[src/design/rne_pkg.sv]
// Shared types and constants for the Roman numeral encoder.
`timescale 1ns / 1ps
`default_nettype none

package rne_pkg;

    // Decimal places handled: units up to ten thousands
    localparam int DIGIT_COUNT = 5;
    localparam int PLACE_W     = 3;

    // Input values at or above this limit are rejected
    localparam logic [15:0] VALUE_LIMIT = 16'd40000;

    // Divide by ten: q = (w * RECIP_TEN) >> RECIP_SHIFT, exact for 16-bit w
    localparam logic [15:0] RECIP_TEN   = 16'd52429;
    localparam int          RECIP_SHIFT = 19;

    // Symbol codes
    localparam logic [3:0] SYM_NONE = 4'd0;

    // Classification of one request
    typedef enum logic [1:0] {
        KIND_NUM  = 2'd0,
        KIND_ZERO = 2'd1,
        KIND_OOR  = 2'd2
    } kind_t;

    // Queue entry: classification and decimal digits, index 0 is units
    typedef struct packed {
        kind_t                         kind;
        logic [DIGIT_COUNT-1:0][3:0]   digits;
    } entry_t;

endpackage

`default_nettype wire

[src/design/rne_front.sv]
// Front end: accepts a value, classifies it and splits it into decimal digits.
`timescale 1ns / 1ps
`default_nettype none

module rne_front (
    input  wire logic              clk,
    input  wire logic              rst_n,
    input  wire logic              in_valid,
    output logic                   in_ready,
    input  wire logic [15:0]       value,
    output logic                   push_valid,
    input  wire logic              push_ready,
    output rne_pkg::entry_t        push_entry
);

    typedef enum logic [2:0] {
        F_IDLE = 3'b001,
        F_DIV  = 3'b010,
        F_PUSH = 3'b100
    } fstate_t;

    fstate_t                                       state_reg, state_next;
    logic [2:0]                                    cnt_reg, cnt_next;
    logic [15:0]                                   work_reg, work_next;
    rne_pkg::kind_t                                kind_reg, kind_next;
    logic [rne_pkg::DIGIT_COUNT-1:0][3:0]          digits_reg, digits_next;

    logic [31:0] prod;
    logic [12:0] quot;
    logic [15:0] quot_x10;
    logic [3:0]  digit;

    // Divide the working value by ten through the reciprocal
    assign prod     = 32'(work_reg) * 32'(rne_pkg::RECIP_TEN);
    assign quot     = 13'(prod >> rne_pkg::RECIP_SHIFT);
    assign quot_x10 = 16'({quot, 3'b000}) + 16'({quot, 1'b0});
    assign digit    = 4'(work_reg - quot_x10);

    assign in_ready        = (state_reg == F_IDLE);
    assign push_valid      = (state_reg == F_PUSH);
    assign push_entry.kind   = kind_reg;
    assign push_entry.digits = digits_reg;

    // Sequence: take request, peel off one digit per cycle, hand to queue
    always_comb
    begin
        state_next  = state_reg;
        cnt_next    = cnt_reg;
        work_next   = work_reg;
        kind_next   = kind_reg;
        digits_next = digits_reg;
        unique case (state_reg)
            F_IDLE:
            begin
                if (in_valid)
                begin
                    work_next = value;
                    cnt_next  = 3'd0;
                    if (value >= rne_pkg::VALUE_LIMIT)
                    begin
                        kind_next  = rne_pkg::KIND_OOR;
                        state_next = F_PUSH;
                    end
                    else if (value == 16'd0)
                    begin
                        kind_next  = rne_pkg::KIND_ZERO;
                        state_next = F_PUSH;
                    end
                    else
                    begin
                        kind_next  = rne_pkg::KIND_NUM;
                        state_next = F_DIV;
                    end
                end
            end
            F_DIV:
            begin
                work_next   = 16'(quot);
                digits_next = {digit, digits_reg[rne_pkg::DIGIT_COUNT-1:1]};
                cnt_next    = cnt_reg + 3'd1;
                if (cnt_reg == 3'(rne_pkg::DIGIT_COUNT - 1))
                begin
                    state_next = F_PUSH;
                end
            end
            F_PUSH:
            begin
                if (push_ready)
                begin
                    state_next = F_IDLE;
                end
            end
            default:
            begin
                state_next = F_IDLE;
            end
        endcase
    end

    // Hold control state
    always_ff @(posedge clk or negedge rst_n)
    begin
        if (!rst_n)
        begin
            state_reg <= F_IDLE;
            cnt_reg   <= 3'd0;
        end
        else
        begin
            state_reg <= state_next;
            cnt_reg   <= cnt_next;
        end
    end

    // Hold payload
    always_ff @(posedge clk)
    begin
        work_reg   <= work_next;
        kind_reg   <= kind_next;
        digits_reg <= digits_next;
    end

endmodule

`default_nettype wire

[src/design/rne_queue.sv]
// Two-entry queue between the digit front end and the symbol back end.
`timescale 1ns / 1ps
`default_nettype none

module rne_queue (
    input  wire logic              clk,
    input  wire logic              rst_n,
    input  wire logic              push_valid,
    output logic                   push_ready,
    input  wire rne_pkg::entry_t   push_entry,
    output logic                   pop_valid,
    input  wire logic              pop_ready,
    output rne_pkg::entry_t        pop_entry
);

    rne_pkg::entry_t mem_reg [2];
    logic            wr_ptr_reg, wr_ptr_next;
    logic            rd_ptr_reg, rd_ptr_next;
    logic [1:0]      count_reg, count_next;
    logic            do_push, do_pop;

    assign push_ready = (count_reg != 2'd2);
    assign pop_valid  = (count_reg != 2'd0);
    assign pop_entry  = mem_reg[rd_ptr_reg];
    assign do_push    = push_valid && push_ready;
    assign do_pop     = pop_valid && pop_ready;

    // Advance pointers and fill count
    always_comb
    begin
        wr_ptr_next = wr_ptr_reg ^ do_push;
        rd_ptr_next = rd_ptr_reg ^ do_pop;
        count_next  = count_reg;
        if (do_push && !do_pop)
        begin
            count_next = count_reg + 2'd1;
        end
        else if (do_pop && !do_push)
        begin
            count_next = count_reg - 2'd1;
        end
    end

    always_ff @(posedge clk or negedge rst_n)
    begin
        if (!rst_n)
        begin
            wr_ptr_reg <= 1'b0;
            rd_ptr_reg <= 1'b0;
            count_reg  <= 2'd0;
        end
        else
        begin
            wr_ptr_reg <= wr_ptr_next;
            rd_ptr_reg <= rd_ptr_next;
            count_reg  <= count_next;
        end
    end

    // Store entry
    always_ff @(posedge clk)
    begin
        if (do_push)
        begin
            mem_reg[wr_ptr_reg] <= push_entry;
        end
    end

endmodule

`default_nettype wire

[src/design/rne_back.sv]
// Back end: expands queued digits into symbol results, one per cycle while the output slot is free.
`timescale 1ns / 1ps
`default_nettype none

module rne_back (
    input  wire logic              clk,
    input  wire logic              rst_n,
    input  wire logic              pop_valid,
    output logic                   pop_ready,
    input  wire rne_pkg::entry_t   pop_entry,
    output logic                   out_valid,
    input  wire logic              out_ready,
    output logic [3:0]             symbol,
    output logic                   last,
    output logic                   out_of_range
);

    typedef enum logic [1:0] {
        B_LOAD = 2'b01,
        B_EMIT = 2'b10
    } bstate_t;

    localparam int DC = rne_pkg::DIGIT_COUNT;

    bstate_t                    state_reg, state_next;
    rne_pkg::kind_t             kind_reg, kind_next;
    logic [DC-1:0][3:0]         digits_reg, digits_next;
    logic [DC-1:0]              mask_reg, mask_next;
    logic [1:0]                 step_reg, step_next;

    logic                       out_valid_reg, out_valid_next;
    logic [3:0]                 sym_reg, sym_next;
    logic                       last_reg, last_next;
    logic                       oor_reg, oor_next;

    logic                       slot_free;
    logic [rne_pkg::PLACE_W-1:0] place;
    logic [3:0]                 dig;
    logic [2:0]                 len;
    logic [3:0]                 sym_one, sym_five, sym_ten, sym_cur;
    logic                       digit_done;
    logic [DC-1:0]              mask_rest;

    // Number of symbols one digit needs
    function automatic logic [2:0] digit_len(input logic [3:0] d);
        logic [2:0] n;
        n = 3'd0;
        case (d) inside
            [4'd1:4'd3]:      n = 3'(d);
            4'd4, 4'd9:       n = 3'd2;
            [4'd5:4'd8]:      n = 3'(d - 4'd4);
            default:          n = 3'd0;
        endcase
        return n;
    endfunction

    // Find the most significant place still holding a nonzero digit
    always_comb
    begin
        place = '0;
        for (int i = 0; i < DC; i++)
        begin
            if (mask_reg[i])
            begin
                place = rne_pkg::PLACE_W'(i);
            end
        end
    end

    assign dig       = digits_reg[place];
    assign len       = digit_len(dig);
    assign sym_one   = 4'({place, 1'b0}) + 4'd1;
    assign sym_five  = 4'({place, 1'b0}) + 4'd2;
    assign sym_ten   = 4'({place, 1'b0}) + 4'd3;
    assign digit_done = (3'(step_reg) == len - 3'd1);
    assign mask_rest = mask_reg & ~(DC'(1) << place);

    // Pick the symbol for the current step of the digit
    always_comb
    begin
        sym_cur = sym_one;
        if (dig == 4'd9)
        begin
            sym_cur = (step_reg == 2'd0) ? sym_one : sym_ten;
        end
        else if (dig == 4'd4)
        begin
            sym_cur = (step_reg == 2'd0) ? sym_one : sym_five;
        end
        else if (dig >= 4'd5)
        begin
            sym_cur = (step_reg == 2'd0) ? sym_five : sym_one;
        end
    end

    assign slot_free = !out_valid_reg || out_ready;
    assign pop_ready = (state_reg == B_LOAD);

    // Load an entry, then drive one symbol into the output slot per cycle while the slot is free
    always_comb
    begin
        state_next     = state_reg;
        kind_next      = kind_reg;
        digits_next    = digits_reg;
        mask_next      = mask_reg;
        step_next      = step_reg;
        out_valid_next = out_valid_reg && !out_ready;
        sym_next       = sym_reg;
        last_next      = last_reg;
        oor_next       = oor_reg;
        unique case (state_reg)
            B_LOAD:
            begin
                if (pop_valid)
                begin
                    kind_next   = pop_entry.kind;
                    digits_next = pop_entry.digits;
                    for (int i = 0; i < DC; i++)
                    begin
                        mask_next[i] = (pop_entry.digits[i] != 4'd0);
                    end
                    step_next  = 2'd0;
                    state_next = B_EMIT;
                end
            end
            B_EMIT:
            begin
                if (slot_free)
                begin
                    out_valid_next = 1'b1;
                    if (kind_reg != rne_pkg::KIND_NUM)
                    begin
                        sym_next   = rne_pkg::SYM_NONE;
                        last_next  = 1'b1;
                        oor_next   = (kind_reg == rne_pkg::KIND_OOR);
                        state_next = B_LOAD;
                    end
                    else
                    begin
                        sym_next  = sym_cur;
                        oor_next  = 1'b0;
                        last_next = digit_done && (mask_rest == '0);
                        if (digit_done)
                        begin
                            mask_next = mask_rest;
                            step_next = 2'd0;
                            if (mask_rest == '0)
                            begin
                                state_next = B_LOAD;
                            end
                        end
                        else
                        begin
                            step_next = step_reg + 2'd1;
                        end
                    end
                end
            end
            default:
            begin
                state_next = B_LOAD;
            end
        endcase
    end

    // Hold control state
    always_ff @(posedge clk or negedge rst_n)
    begin
        if (!rst_n)
        begin
            state_reg     <= B_LOAD;
            out_valid_reg <= 1'b0;
            mask_reg      <= '0;
            step_reg      <= 2'd0;
        end
        else
        begin
            state_reg     <= state_next;
            out_valid_reg <= out_valid_next;
            mask_reg      <= mask_next;
            step_reg      <= step_next;
        end
    end

    // Hold payload
    always_ff @(posedge clk)
    begin
        kind_reg   <= kind_next;
        digits_reg <= digits_next;
        sym_reg    <= sym_next;
        last_reg   <= last_next;
        oor_reg    <= oor_next;
    end

    assign out_valid    = out_valid_reg;
    assign symbol       = sym_reg;
    assign last         = last_reg;
    assign out_of_range = oor_reg;

endmodule

`default_nettype wire

[src/design/roman_numeral_encoder.sv]
// Top level of the Roman numeral encoder: front end, queue and back end.
//
//   channel  direction  handshake            payload
//   in       input      in_valid/in_ready    value[15:0]
//   out      output     out_valid/out_ready  symbol[3:0], last, out_of_range
//
// The front end takes a request in F_IDLE, splits it into digits in F_DIV
// (one divide-by-ten multiplier), then queues it in F_PUSH; it takes no
// new request until the last one is queued. The back end loads an entry
// in B_LOAD, then emits its symbols in B_EMIT while the output slot is
// free. Zero and rejected values skip the split. rst_n clears all control state.
// A stalled output holds its result while the queue lets the front run on.
`timescale 1ns / 1ps
`default_nettype none

module roman_numeral_encoder (
    input  wire logic        clk,
    input  wire logic        rst_n,
    input  wire logic        in_valid,
    output logic             in_ready,
    input  wire logic [15:0] value,
    output logic             out_valid,
    input  wire logic        out_ready,
    output logic [3:0]       symbol,
    output logic             last,
    output logic             out_of_range
);

    logic            push_valid, push_ready;
    rne_pkg::entry_t push_entry;
    logic            pop_valid, pop_ready;
    rne_pkg::entry_t pop_entry;

    rne_front u_front (
        .clk        (clk),
        .rst_n      (rst_n),
        .in_valid   (in_valid),
        .in_ready   (in_ready),
        .value      (value),
        .push_valid (push_valid),
        .push_ready (push_ready),
        .push_entry (push_entry)
    );

    rne_queue u_queue (
        .clk        (clk),
        .rst_n      (rst_n),
        .push_valid (push_valid),
        .push_ready (push_ready),
        .push_entry (push_entry),
        .pop_valid  (pop_valid),
        .pop_ready  (pop_ready),
        .pop_entry  (pop_entry)
    );

    rne_back u_back (
        .clk          (clk),
        .rst_n        (rst_n),
        .pop_valid    (pop_valid),
        .pop_ready    (pop_ready),
        .pop_entry    (pop_entry),
        .out_valid    (out_valid),
        .out_ready    (out_ready),
        .symbol       (symbol),
        .last         (last),
        .out_of_range (out_of_range)
    );

endmodule

`default_nettype wire

[config.mk]
export PLATFORM = sky130hd
export DESIGN_NAME = roman_numeral_encoder
export DESIGN_NICKNAME = d
export VERILOG_FILES = /design/src/design/rne_pkg.sv /design/src/design/rne_front.sv /design/src/design/rne_queue.sv /design/src/design/rne_back.sv /design/src/design/roman_numeral_encoder.sv
export SDC_FILE = /design/constraint.sdc
export NUM_CORES = 1
export LEC_CHECK = 0
export ABC_CLOCK_PERIOD_IN_PS = 7900
export BUFFER_PORTS_ARGS = -buffer_cell sky130_fd_sc_hd__buf_4
export CORE_MARGIN = 2
export CORE_UTILIZATION = 42
export DETAILED_ROUTE_END_ITERATION = 12
export GPL_ROUTABILITY_DRIVEN = 0
export REMOVE_ABC_BUFFERS = 1
export SYNTH_ARGS = -nofsm -noshare
export SYNTH_HDL_FRONTEND = slang
export SYNTH_SLANG_ARGS = --single-unit
[constraint.sdc]
create_clock -name clk -period 7.9 [get_ports clk]
set_input_delay 1.58 -clock clk [delete_from_list [all_inputs] [get_ports clk]]
set_output_delay 1.58 -clock clk [all_outputs]
set_load 0.05 [all_outputs]
### After elaboration in Yosys (flattened, before gate mapping)

Memories as Yosys holds them, arrays and structs flattened.
Index checks and enable logic that the tools add are counted.

| storage, ports and cells | value |
|---|---|
| logic and storage cells | 152 |
| RAM bits | 44 |
| bits in registers | 86 |
| memories | 1 |

| operators by class | value |
|---|---|
| muxes and demuxes | 48 |
| magnitude comparators | 6 |
| equality and inequality tests | 20 |
| reduce and logical (&&, ||, !) cells | 35 |
| multiply operators | 1 |
| bitwise logic cells | 4 |
| add/subtract/negate cells | 11 |
| shift operators | 1 |

Memories:

| memory | words | width | rd ports | clocked after memory_dff | write ports | RTL line | RTL |
|---|---|---|---|---|---|---|---|
| u_queue.mem_reg | 2 | 22 | 1 | 0 | 1 | rne_queue.sv:16 | `rne_pkg::entry_t mem_reg [2];` |

Operators with widths:

| kind | number |
|---|---|
| $mux 3 | 12 |
| $mul 16x16->32 const B | 1 |
| $pmux 16 s2 | 1 |
| $mux 4 | 7 |
| $mux 2 | 11 |
| $mux 5 | 4 |
| $reduce_bool 4->1 | 5 |
| $ge 16x16->1 const B | 1 |
| $logic_not 16->1 | 1 |
| $mux 16 | 1 |
| $bmux 4 s3 | 1 |
| $pmux 5 s2 | 1 |
| $reduce_bool 2->1 | 5 |
| $pmux 3 s3 | 1 |
| $add 4x2->4 const B | 2 |
| $logic_and 1x1->1 | 8 |
| $ne 2x1->1 const B | 4 |
| $ne 2x2->1 const B | 4 |
| $pmux 2 s2 | 2 |
| $reduce_and 2->1 | 4 |
| $reduce_and 4->1 | 2 |
| $eq 3x3->1 const B | 2 |
| $mux 1 | 6 |
| $ne 3x1->1 const B | 2 |
| other kinds (32) | 38 |

### Longest topological paths before layout

Gate-level depths: netlist (run 1).

| depth | value |
|---|---|
| depth after elaboration | 17 |
| depth in mapped cells | 23 |
| gate-level depth less buffers | 23 |

### Hierarchy

A second synthesis (run 1) with hierarchy kept.

| second synthesis, totals | value |
|---|---|
| cell total of the unflattened synthesis | 850 |
| area total of the unflattened synthesis | 10,038.4 sq um |

By module, submodules not included:

| module | cells each | seq. area each (sq um) | instances | area each (sq um) |
|---|---|---|---|---|
| rne_front | 586 | 1,292.5 | 1 | 6,223.5 |
| rne_back | 178 | 1,092.3 | 1 | 2,014.4 |
| rne_queue | 86 | 1,421.4 | 1 | 1,800.5 |

### Worst setup path before layout (run 1)

OpenSTA, ideal clock, no wires.

| timing | value |
|---|---|
| path type | register -> register |
| start | reg u_front.work_reg[3] |
| end | reg u_front.digits_reg, in the netlist u_front.push_entry[19] (data pin) |
| period minus slack after synthesis | 5.932 ns |
| stages on the path, launching flop included | 22 |
| library setup time | 0.260 ns |
| arrival | 5.672 ns |
| setup slack | 1.968 ns |
| cells stage by stage | edfxtp_1 ha_1 inv_1 fa_1 inv_1 fa_1 fa_1 fa_1 inv_1 fa_1 inv_1 ha_1 nand4_1 nor2_1 a2111oi_0 o31ai_1 a21oi_1 xnor2_1 ha_1 a21oi_1 xnor2_1 xnor2_1 |

| on the way | value |
|---|---|
| word-level cells in the longest chain between the ends | 3 |

Ends and longest elaborated chain:

| element | RTL line | RTL |
|---|---|---|
| start, declared | rne_front.sv:24 | `logic [15:0] work_reg, work_next;` |
| start signal, assigned | rne_front.sv:118 | `work_reg <= work_next;` |
| $mul 16x16->32 | rne_front.sv:34 | `assign prod = 32'(work_reg) * 32'(rne_pkg::RECIP_TEN);` |
| $add 4x4->4 | rne_front.sv:36 | `assign quot_x10 = 16'({quot, 3'b000}) + 16'({quot, 1'b0});` |
| $sub 4x4->4 (*) | rne_front.sv:37 | `assign digit = 4'(work_reg - quot_x10);` |
| named net u_front.digit[3] | rne_front.sv:31 | `logic [3:0] digit;` |
| end signal, assigned | rne_front.sv:120 | `digits_reg <= digits_next;` |
| end, declared | rne_front.sv:26 | `logic [rne_pkg::DIGIT_COUNT-1:0][3:0] digits_reg, digits_next;` |

Mark *: on every way through the listed nets, which the timed path passes. The rest lies on a longest branch.
A chain may end at the register's enable or synchronous reset.

### Worst setup path after layout (run 1)

Same ends and word-level chain as after synthesis.

==> results of run 1 <==
==> synth_stat cells (13+ instances only) <==
library cell               count
sky130_fd_sc_hd__fa_1         80
sky130_fd_sc_hd__xor2_1       13
sky130_fd_sc_hd__ha_1        145
sky130_fd_sc_hd__nor2_1       27
sky130_fd_sc_hd__edfxtp_1    110
sky130_fd_sc_hd__inv_1       177
sky130_fd_sc_hd__a21oi_1      22
sky130_fd_sc_hd__nand2_1      49
sky130_fd_sc_hd__o21ai_0      19
sky130_fd_sc_hd__dfrtp_1      18
sky130_fd_sc_hd__xnor2_1      16
sky130_fd_sc_hd__mux2_2       23
==> logic make-up after synthesis <==
kind of cell	after synthesis
XOR/XNOR	29
multiplexers	27
adder cells (fa/ha/maj)	225
buffers and inverters	189
flip-flops	130
AO/OA/AOI/OAI	96
AND/OR/NAND/NOR	139
==> metrics by stage <==
stage          cells  hold WS (ps)  util [%]  setup WS [ps]  cell area [sq um]
6_report        1208         441.8     47.36           1468              11020
3_3_place_gp    1176         423.3     44.98           1600              10460
5_1_grt         1208         459.0     47.36           1028              11020
3_5_place_dp    1176         431.0     44.98           1460              10460
2_1_floorplan    825         421.5         -           1969               9824
4_1_cts         1208         443.9     47.36           1427              11020
==> layer usage <==
metal	vias to the layer above	track usage (%)	part of all wire, %
met5	-	0	0
met4	0	3.680	0.88
met2	105	27.26	45
met3	16	2.616	3.4
met1	2865	26.16	51
li1	2919	-	-
==> placed cells by master, fill, tap and decap left out, types with 3 or more instances in the layout <==
cell type                     n
sky130_fd_sc_hd__edfxtp_1   110
sky130_fd_sc_hd__o31ai_1      6
sky130_fd_sc_hd__nor2_1      27
sky130_fd_sc_hd__and2_1       4
sky130_fd_sc_hd__a21oi_1     22
sky130_fd_sc_hd__clkinv_4     3
sky130_fd_sc_hd__dfrtp_1     18
sky130_fd_sc_hd__a21o_1       7
sky130_fd_sc_hd__fa_1        80
sky130_fd_sc_hd__o211ai_1     3
sky130_fd_sc_hd__nor3b_1      5
sky130_fd_sc_hd__nor4_1       7
sky130_fd_sc_hd__buf_4       32
sky130_fd_sc_hd__xor2_1      13
sky130_fd_sc_hd__a211oi_1     3
sky130_fd_sc_hd__o31a_1       4
sky130_fd_sc_hd__inv_1      177
sky130_fd_sc_hd__nand2_1     49
sky130_fd_sc_hd__mux2_2      23
sky130_fd_sc_hd__and3_1       4
sky130_fd_sc_hd__nor3_1       9
sky130_fd_sc_hd__nand3_1      7
sky130_fd_sc_hd__clkinv_1     5
sky130_fd_sc_hd__o22ai_1      3
sky130_fd_sc_hd__a31oi_1      4
sky130_fd_sc_hd__mux2i_1      4
sky130_fd_sc_hd__a221oi_1     3
sky130_fd_sc_hd__clkbuf_1     4
sky130_fd_sc_hd__clkbuf_16   17
sky130_fd_sc_hd__xnor2_1     16
sky130_fd_sc_hd__ha_1       145
sky130_fd_sc_hd__o21ai_0     19
sky130_fd_sc_hd__nand2b_1     3
sky130_fd_sc_hd__nor2b_1      7
==> final timing paths <==
path | from | endpoint | cells after the start
worst max-delay path | u_front.work_reg[3] | u_front.push_entry[19] | 21
worst min-delay path | u_front.push_entry[3] | u_queue.mem_reg[1][3] | 0
worst max register to register | u_front.work_reg[3] | u_front.push_entry[19] | 21
worst min register to register | u_front.push_entry[3] | u_queue.mem_reg[1][3] | 0
max in group asynchronous | rst_n | u_front.state_reg[0] | 1
min in group asynchronous | rst_n | u_back.out_valid | 1
==> area by class of cell <==
type,instances,area [sq um],share of cell area (%)
multi-input cells,516,5346,48.52
flip-flops and latches,130,3806,34.54
inverters,179,671.9,6.098
clock buffers,21,440.4,3.997
well taps,319,399.1,3.623
repair buffers,32,240.2,2.180
clock inverters,11,113.9,1.033
==> results.txt, run 1 <==
The flow ran to the end, and the final reports show no timing, DRC or antenna violations. Highest achievable clock rate: 155.5 MHz. In this run the vertical extent of the chip is 157.4 um. The share of synthesized cell area in and, or, nand and nor gates works out to 7.290%. In this run the clock root is driven by a sky130_fd_sc_hd__clkbuf_16.

The first detailed-routing pass ran for 4 iterations. The logs give 17 for the number of buffers added by the clock tree synthesis step and 0 for the count of max-cap constraint violations. The run gives 1470 ps as the setup slack of the worst register-to-register path. The buffering stage count on the worst path with inverters included was 4; the largest net degree at the start of global routing was 39. By area, the combinational part of the netlist is dominated by adder cells. The most common cell type on the critical path was sky130_fd_sc_hd__fa_1.

The final layout contains routed wiring with a total length of 20.07 mm. STA classifies the critical path startpoint as a flop. The tools report the number of DRC markers after the initial detailed-route iteration as 300. The multiplexer area fraction after synthesis came out at 3.025%.

Average routed wire per standard cell: 16.62 um. In the finished design, the share of the clock period the worst path needs comes to 81.41%. Summing the areas of all fa, ha and maj instances in the mapped netlist gives 34.55% of the synthesized area. The via count of the first global-routing pass is 6138. The CTS H-tree depth was 4; the number of hold-repair buffers added at the cts stage was 0. 28 I/O pins were placed.

The post-synthesis area per instance came out at 11.84 sq um. The number of input and output port buffers inserted was 27; the layout-stage area growth over the synthesis result was 11.45%. In this run the deepest clock path goes through 2 buffers. The distinct cell type count after synthesis was 71. The horizontal die dimension is 157.4 um, and the filler cell count is 2160.

The initial cell density of the core is 42.50%, and the flip-flop count of the largest register, all copies and words added is 44. After clock tree synthesis, the repair step resized 0 gates. The run gives 0 as the total global routing overflow.

Cells with a size suffix above 1 make up 10.80% of the layout. Between clock sinks in the finished design, the worst skew comes to 7.336 ps. The run gives 0 as the hold violation total from the final report.

The top cell type by area accounts for 33.41% of the synthesized area. For the number of antenna violations at the first check in global routing, the log shows 0. The kind of critical path is flop to flop.

The number of clock sinks came out at 130. At the later pin of the worst-skew pair, clock insertion delay measures 420 ps. Yosys mapped a number of flops with a built-in enable equal to 110. The floorplan step defined a core boundary enclosing 23260 sq um. The tightest min-delay check is of the flop to flop type.

Clock-pin slew was measured on the worst setup and hold paths at 60 ps. After floorplanning, the core was divided into 56 placement rows. The average via count per standard cell came out at 4.888.

The tools report the required time of the worst setup path as 8060 ps. Most frequently used flop master after synthesis: sky130_fd_sc_hd__edfxtp_1. Sequential elements use 38.50% of the synthesized area.

The first global-routing pass estimated 32.84 mm of wire. By area the synthesized netlist is led by sky130_fd_sc_hd__edfxtp_1, sky130_fd_sc_hd__ha_1, sky130_fd_sc_hd__fa_1. The floorplan step defined a die boundary enclosing 24780 sq um.

The slew at the pin with the worst max-slew slack is 832.4 ps, and the synthesized flop and latch total is 130. In the global route stage, overall resource usage came out at 17.57%. During synthesis, Yosys emitted a total of 0 warnings. The number of max-slew violations in the final report was 0.

The final layout contains 1121 nets. Number of setup buffers added after CTS: 0. The number of remaining DRC errors came out at 0. Final antenna-violating net count: 0. Family with the most delay on the worst path: adder cells. After technology mapping, the gate count stands at 835. The async set or reset register ratio after synthesis is 15.38%.

In this run the worst path has a maximum fanout of 6. The synthesized netlist devotes 2.569% of its cell area to XOR and XNOR gates. STA classifies the critical path endpoint as a flop.

In this design, the stage delay of the slowest critical-path cell is 540 ps. The cell taking the most area after synthesis is sky130_fd_sc_hd__edfxtp_1. The compound-gate portion of the synthesized area works out to 6.645%. The number of antenna diodes in the final layout is 0.

The run gives 9886 sq um as the post-synthesis cell area. The setup total negative slack was 0 ps. The logs give 15.88 mm for the sum of net half-perimeters after detailed placement and 6590 ps for the worst path arrival time. The count of vias placed by the detailed router came out at 5905. The critical path goes through ha_1 -> inv_1 -> fa_1 -> inv_1 -> fa_1 -> fa_1 -> fa_1 -> inv_1 -> fa_1 -> inv_1 -> ha_1 -> nand4_1 -> nor2_1 -> a2111oi_0 -> o31ai_1 -> a21oi_1 -> xnor2_1 -> ha_1 -> a21oi_1 -> xnor2_1 -> xnor2_1. Relative slew slack: 44.45%. The run gives 0 as the final setup violation count. For this design, the slowest cell found on the critical path is sky130_fd_sc_hd__fa_1. The clock period minus worst slack is 6432 ps. TritonCTS built the clock tree. Setup repair after global routing left no endpoint under its margin.
Power of run 1 is not shown: default switching activity piles up to over one toggle a cycle in this logic, so the estimate is an artifact.
==> run 2: changes to the inputs <==
--- a/config.mk
+++ b/config.mk
@@ -5,7 +5,7 @@
 export SDC_FILE = /design/constraint.sdc
 export NUM_CORES = 1
 export LEC_CHECK = 0
-export ABC_CLOCK_PERIOD_IN_PS = 7900
+export ABC_CLOCK_PERIOD_IN_PS = 5950
 export BUFFER_PORTS_ARGS = -buffer_cell sky130_fd_sc_hd__buf_4
 export CORE_MARGIN = 2
 export CORE_UTILIZATION = 42
==> constraint.sdc (replaced) <==
create_clock -name clk -period 5.95 [get_ports clk]
set_input_delay 1.19 -clock clk [delete_from_list [all_inputs] [get_ports clk]]
set_output_delay 1.19 -clock clk [all_outputs]
set_load 0.05 [all_outputs]
==> results.txt, run 2 (same netlist as run 1, synthesis figures left out) <==
The run finished with clean final reports. For this configuration, the core starts out at a cell density of 42.50%. The total core area came out at 23260 sq um. The fraction of the cycle the final worst path needs is 95.98%.

Cells with a size suffix above 1 make up 17.06% of the layout. For the final antenna-violating net count, the log shows 0. The number of antenna violations at the first check in global routing was 0. The number of max-slew violations in the final report is 0, and the clock period minus worst slack is 5711 ps. After the flow finishes, the layout carries non-filler instances totaling 1246. The overall die height came out at 157.4 um. Leaving out fill and tap cells, the most frequent cell in the layout is sky130_fd_sc_hd__inv_1. The tools report the nature of the critical path startpoint as a flop. Data on the critical path is required at its endpoint by 6110 ps. Kind of critical path: flop to flop. Wires add up to 20.53 mm.

The total overflow left after global routing is 0. The run gives 2 as the number of buffers between clock root and the deepest sink. The largest net degree at the start of global routing is 39. For the CTS H-tree depth, the log shows 4.

Along the worst path, the maximum fanout reaches 4. Count of vias placed by the detailed router: 6063. The run gives 130 as the number of clock sinks.

The final layout contains 1159 nets. The average routed wire per standard cell works out to 16.48 um. The number of DRC markers after the initial detailed-route iteration is 328. Across the routed clock network, the largest skew measured is 9.809 ps. Row generation in the floorplan step produced 56 rows. The clock reaches the later pin of the worst-skew pair after 420 ps. The tools report the via count of the first global-routing pass as 6211. The first global-routing pass estimated 33.26 mm of wire. The critical path starts at u_front.work_reg[1].

In the layout the commonest cells are sky130_fd_sc_hd__inv_1, sky130_fd_sc_hd__ha_1, sky130_fd_sc_hd__edfxtp_1, sky130_fd_sc_hd__fa_1, sky130_fd_sc_hd__buf_4. CTS placed an instance of sky130_fd_sc_hd__clkbuf_16 at the clock tree root. The total global routing track utilization was 17.93%.

Based on the critical path, the design can be clocked at up to 175.1 MHz. TritonCTS built the clock tree. The startpoint identified for the worst hold timing path is u_front.push_entry[3]. Clock-pin slew was measured on the worst setup and hold paths at 60 ps. The pre-antenna-repair detailed-routing pass consisted of 5 iterations. The smallest hold slack was 441.6 ps. In this run the critical register-to-register path is launched from u_front.work_reg[1]. At the pin with the least slew margin, the transition time is 813.1 ps.

Horizontal die dimension: 157.4 um. The tools report the worst path arrival time as 5870 ps. The tightest min-delay check is of the flop to flop type. Endpoint class of the critical path: a flop.

Compared with the post-synthesis result, the final layout area differs by 15.99%. The count of max-cap constraint violations was 0. During I/O placement, the number of pins put on the boundary was 28. Setup violations remaining at the end of the flow were counted as 0. The total placed cells including tap cells is 1210, and the flip-flop count of the largest register, all copies and words added is 44. Buffers inserted during clock tree synthesis total 17. The logs give 0 for the hold violation total from the final report and 45.73% for the relative slew slack. Buffers placed on the I/O ports in this run total 27.

The filler cells instantiated in the layout total 2143. In the routed layout, each cell is associated on average with a via count of 4.866. The die area was 24780 sq um.

The sum of net half-perimeters after detailed placement came out at 16.50 mm. In the routed design, unresolved DRC markers number 0.
run 2: cell types whose count changed in the layout (fill, tap and decap cells not counted), sizes merged:
cell      previous run  this run
clkinvlp             1         3
bufinv               2         1
buf                 32        70
diode                0         1
inv                178       180
clkbuf              21        18
clkinv               9         8
run 2: path summary, 6_finish.rpt:
path | endpoint | slack (ps) | cells past startpoint
max in group asynchronous | u_front.state_reg[0] | 5030 | 1
min in group asynchronous | u_back.step_reg[1] | 650 | 1
worst min-delay path | u_queue.mem_reg[1][3] | 440 | 0
worst min register to register | u_queue.mem_reg[1][3] | 440 | 0
worst max-delay path | u_front.push_entry[19] | 240 | 23
worst max register to register | u_front.push_entry[19] | 240 | 23
run 2: critical path: stages, from the launching register on:
cell	delay, ps
sky130_fd_sc_hd__edfxtp_1	530
sky130_fd_sc_hd__ha_4	340
sky130_fd_sc_hd__inv_1	60
sky130_fd_sc_hd__ha_1	270
sky130_fd_sc_hd__inv_1	50
sky130_fd_sc_hd__fa_1	550
sky130_fd_sc_hd__inv_1	70
sky130_fd_sc_hd__fa_2	440
sky130_fd_sc_hd__fa_1	540
sky130_fd_sc_hd__inv_1	50
sky130_fd_sc_hd__fa_1	520
sky130_fd_sc_hd__inv_1	40
sky130_fd_sc_hd__ha_1	190
sky130_fd_sc_hd__a21oi_2	130
sky130_fd_sc_hd__nor2_1	60
sky130_fd_sc_hd__a2111oi_2	340
sky130_fd_sc_hd__buf_4	180
sky130_fd_sc_hd__o31ai_2	70
sky130_fd_sc_hd__a21oi_1	170
sky130_fd_sc_hd__xnor2_1	170
sky130_fd_sc_hd__ha_1	290
sky130_fd_sc_hd__a21oi_2	160
sky130_fd_sc_hd__xnor2_1	140
sky130_fd_sc_hd__xnor2_1	90
run 2: final cells by class:
type / count / area, sq um / area share (%)
multi-input cells: 516 / 5515 / 48.10
flip-flops and latches: 130 / 3806 / 33.20
inverters: 179 / 671.9 / 5.860
repair buffers: 70 / 529.3 / 4.616
clock buffers: 18 / 429.2 / 3.743
well taps: 319 / 399.1 / 3.481
clock inverters: 13 / 112.6 / 0.9821
diodes: 1 / 2.502 / 0.02182
run 2: metrics by stage:
stage	instance area, sq um	util, %	setup WS (ps)	setup TNS [ps]
finish	11470	49.29	239.3	0
global route	11460	49.28	-25.07	-37.04
CTS	11270	48.43	4.589	0
detailed placement	10720	46.08	-62.97	-69.68
global placement	10720	46.08	-48.95	-48.95
floorplan	9824	-	18.50	0
run 2: repair_timing:
item / in CTS / in global routing
hold buffers: 0 / 0
gates resized for setup: 2 / 22
setup endpoints to repair: 2 / 11
pin swaps: 0 / 23
gates cloned: 0 / 0
buffers inserted: 0 / 4
run 2: routing by layer:
layer,global-route usage (%),share of wire (%),vias to the layer above
li1,-,-,2988
met5,0,0,-
met2,26.99,44,86
met3,3.029,2.7,21
met4,4.589,1.7,0
met1,26.86,51,2968
Power of run 2 is left out for the same reason.
==> run 3: changes to the inputs <==
--- a/config.mk
+++ b/config.mk
@@ -7,7 +7,6 @@
 export LEC_CHECK = 0
 export ABC_CLOCK_PERIOD_IN_PS = 5950
 export BUFFER_PORTS_ARGS = -buffer_cell sky130_fd_sc_hd__buf_4
-export CORE_MARGIN = 2
 export CORE_UTILIZATION = 42
 export DETAILED_ROUTE_END_ITERATION = 12
 export GPL_ROUTABILITY_DRIVEN = 0
==> results.txt, run 3 (same netlist as run 1, synthesis figures left out) <==
The horizontal die dimension was 155.4 um. In this design, the stage delay of the slowest critical-path cell is 570 ps. The run finished with clean final reports. The slew at the pin with the worst max-slew slack was 1141 ps. CTS built an H-tree with a depth of 4.

The number of detailed-route iterations in the first pass was 5. The required time of the worst setup path was 6100 ps. Among the stages of the critical path, the cell type that occurs most often is sky130_fd_sc_hd__fa_1. STA classifies the critical path startpoint as a flop. In this run the worst path has a maximum fanout of 4. Detailed routing inserted a total of 6048 vias. The highest achievable clock rate is 172.7 MHz. The critical-path cell with the highest stage delay was sky130_fd_sc_hd__fa_1. The count of buffers added on input and output ports is 27. After global routing the overflow that remains totals 0.

The worst path uses 97.32% of the clock period. For the setup total negative slack, the log shows 0 ps. Leaving out fill and tap cells, the most frequent cells in the layout are sky130_fd_sc_hd__inv_1, sky130_fd_sc_hd__ha_1, sky130_fd_sc_hd__edfxtp_1, sky130_fd_sc_hd__fa_1, sky130_fd_sc_hd__buf_4.

The hold violation total from the final report is 0. The critical path is of the flop to flop type. The smallest hold slack is 442.7 ps. In the final layout, the multi-input gates occupy 5475 sq um.

For this run, the post-layout net count is 1159. Buffering stage count on the worst path with inverters included: 3. Summed over all layers, the routed wires come to 19.75 mm.

The flip-flop count of the largest register, all copies and words added is 44, and the share of cells above drive strength 1 is 16.50%. The number of clock sinks is 130, and the average routed wire per standard cell is 15.92 um. The initial utilization of the core area, before any placement, comes to 43.27%. For the worst-skew pair, the clock arrives at the later sink with an insertion delay of 410 ps.

The worst hold path belongs to the class flop to flop. The wire-length estimate of the detail-placed layout is 15.94 mm. The root buffer cell chosen for the clock tree is sky130_fd_sc_hd__clkbuf_16. Measured against its own limit, the worst slew margin works out to 23.93%.

Dividing the detail-routed via count by the number of cells gives 4.877. TritonCTS built the clock tree. After routing the design area is 11470 sq um. The longest clock path from root to sink contains 2 buffers.

Final setup violation count: 0. STA classifies the critical path endpoint as a flop. Area taken by flip-flops and latches: 3806 sq um. Leaving out fill and tap cells, the most frequent cell in the layout is sky130_fd_sc_hd__inv_1.

The floorplan step defined a core boundary enclosing 22850 sq um. In this run, CTS created clock tree buffers numbering 17. In this run the remaining antenna-violating nets after routing total 0.

The worst path arrival time was 5940 ps. In the routed design, unresolved DRC markers number 0. The logs give 0 for the count of max-cap constraint violations and 0 for the antenna diode instance count. 28 I/O pins were placed. The filler cells instantiated in the layout total 2129.

The row count came out at 55. For the first-pass GRT wire length, the log shows 32.46 mm. The run gives 0 as the number of antenna violations at the first check in global routing. For this run, the total global-route usage over all layers was measured as 17.79%.

Via count of the first global-routing pass: 6262. For the post-detailed-placement cell area, the log shows 10700 sq um. The largest net degree at the start of global routing was 39; the clock period minus worst slack was 5791 ps. Compared with the post-synthesis result, the final layout area differs by 16.04%. The final worst clock skew was 12.07 ps; the number of max-slew violations in the final report was 0. The floorplan step defined a die boundary enclosing 24160 sq um. The overall die height came out at 155.4 um. The signal on the critical path passes through ha_4 -> inv_1 -> fa_1 -> inv_1 -> fa_1 -> fa_1 -> fa_1 -> fa_1 -> ha_4 -> nand2_1 -> nor2_1 -> a2111oi_2 -> buf_4 -> o31ai_1 -> a21oi_1 -> xnor2_1 -> ha_1 -> a21oi_2 -> xnor2_2 -> xnor2_1. After clock tree synthesis, the clock-pin slew on the worst setup and hold paths is 60 ps. Family with the most delay on the worst path: adder cells. The first routing iteration left 267 violations.
==> run 3: changes by cell type in the layout (fill, tap and decap cells not counted), sizes merged <==
cell and delta:
clkbuf +2, clkinvlp -2, bufinv +3, inv -2, diode -1
==> run 3: cell type report <==
type,instances,area share [%]
Multi-Input combinational cell,516,47.73
Clock inverter,12,1.429
Clock buffer,20,3.807
Inverter,179,5.857
Timing Repair Buffer,70,4.581
Sequential cell,130,33.18
Tap cell,313,3.414
==> run 3: final timing paths <==
check / start / to / slack (ps) / cells past startpoint
worst max register to register: u_front.work_reg[3] / u_front.push_entry[19] / 160 / 20
worst min register to register: u_front.push_entry[0] / u_queue.mem_reg[0][0] / 440 / 0
min in group asynchronous: rst_n / u_back.step_reg[0] / 650 / 1
worst max-delay path: u_front.work_reg[3] / u_front.push_entry[19] / 160 / 20
max in group asynchronous: rst_n / u_front.state_reg[0] / 5010 / 1
worst min-delay path: u_front.push_entry[0] / u_queue.mem_reg[0][0] / 440 / 0
==> run 3: routing by layer <==
layer / vias to the layer above / part of all wire, % / GRT usage (%)
li1: 2988 / - / -
met1: 2942 / 50 / 25.34
met4: 0 / 1.1 / 4.902
met2: 99 / 46 / 27.91
met5: - / 0 / 0
met3: 19 / 3.7 / 3.120
==> run 3: through the flow <==
stage | worst slack, ps | instances | utilization [%]
global route | -52.72 | 1240 | 50.21
floorplan | 18.50 | 825 | -
finish | 159.5 | 1240 | 50.21
global placement | 40.43 | 1202 | 46.82
detailed placement | -6.789 | 1202 | 46.82
CTS | 1.813 | 1235 | 49.49
==> run 3: repair_timing <==
action	CTS	global route
setup buffers	1	5
cloned	0	0
resized for setup	1	18
hold buffers	0	0
setup endpoints to repair	1	12
pin swaps	0	22
Power of run 3 is left out for the same reason.
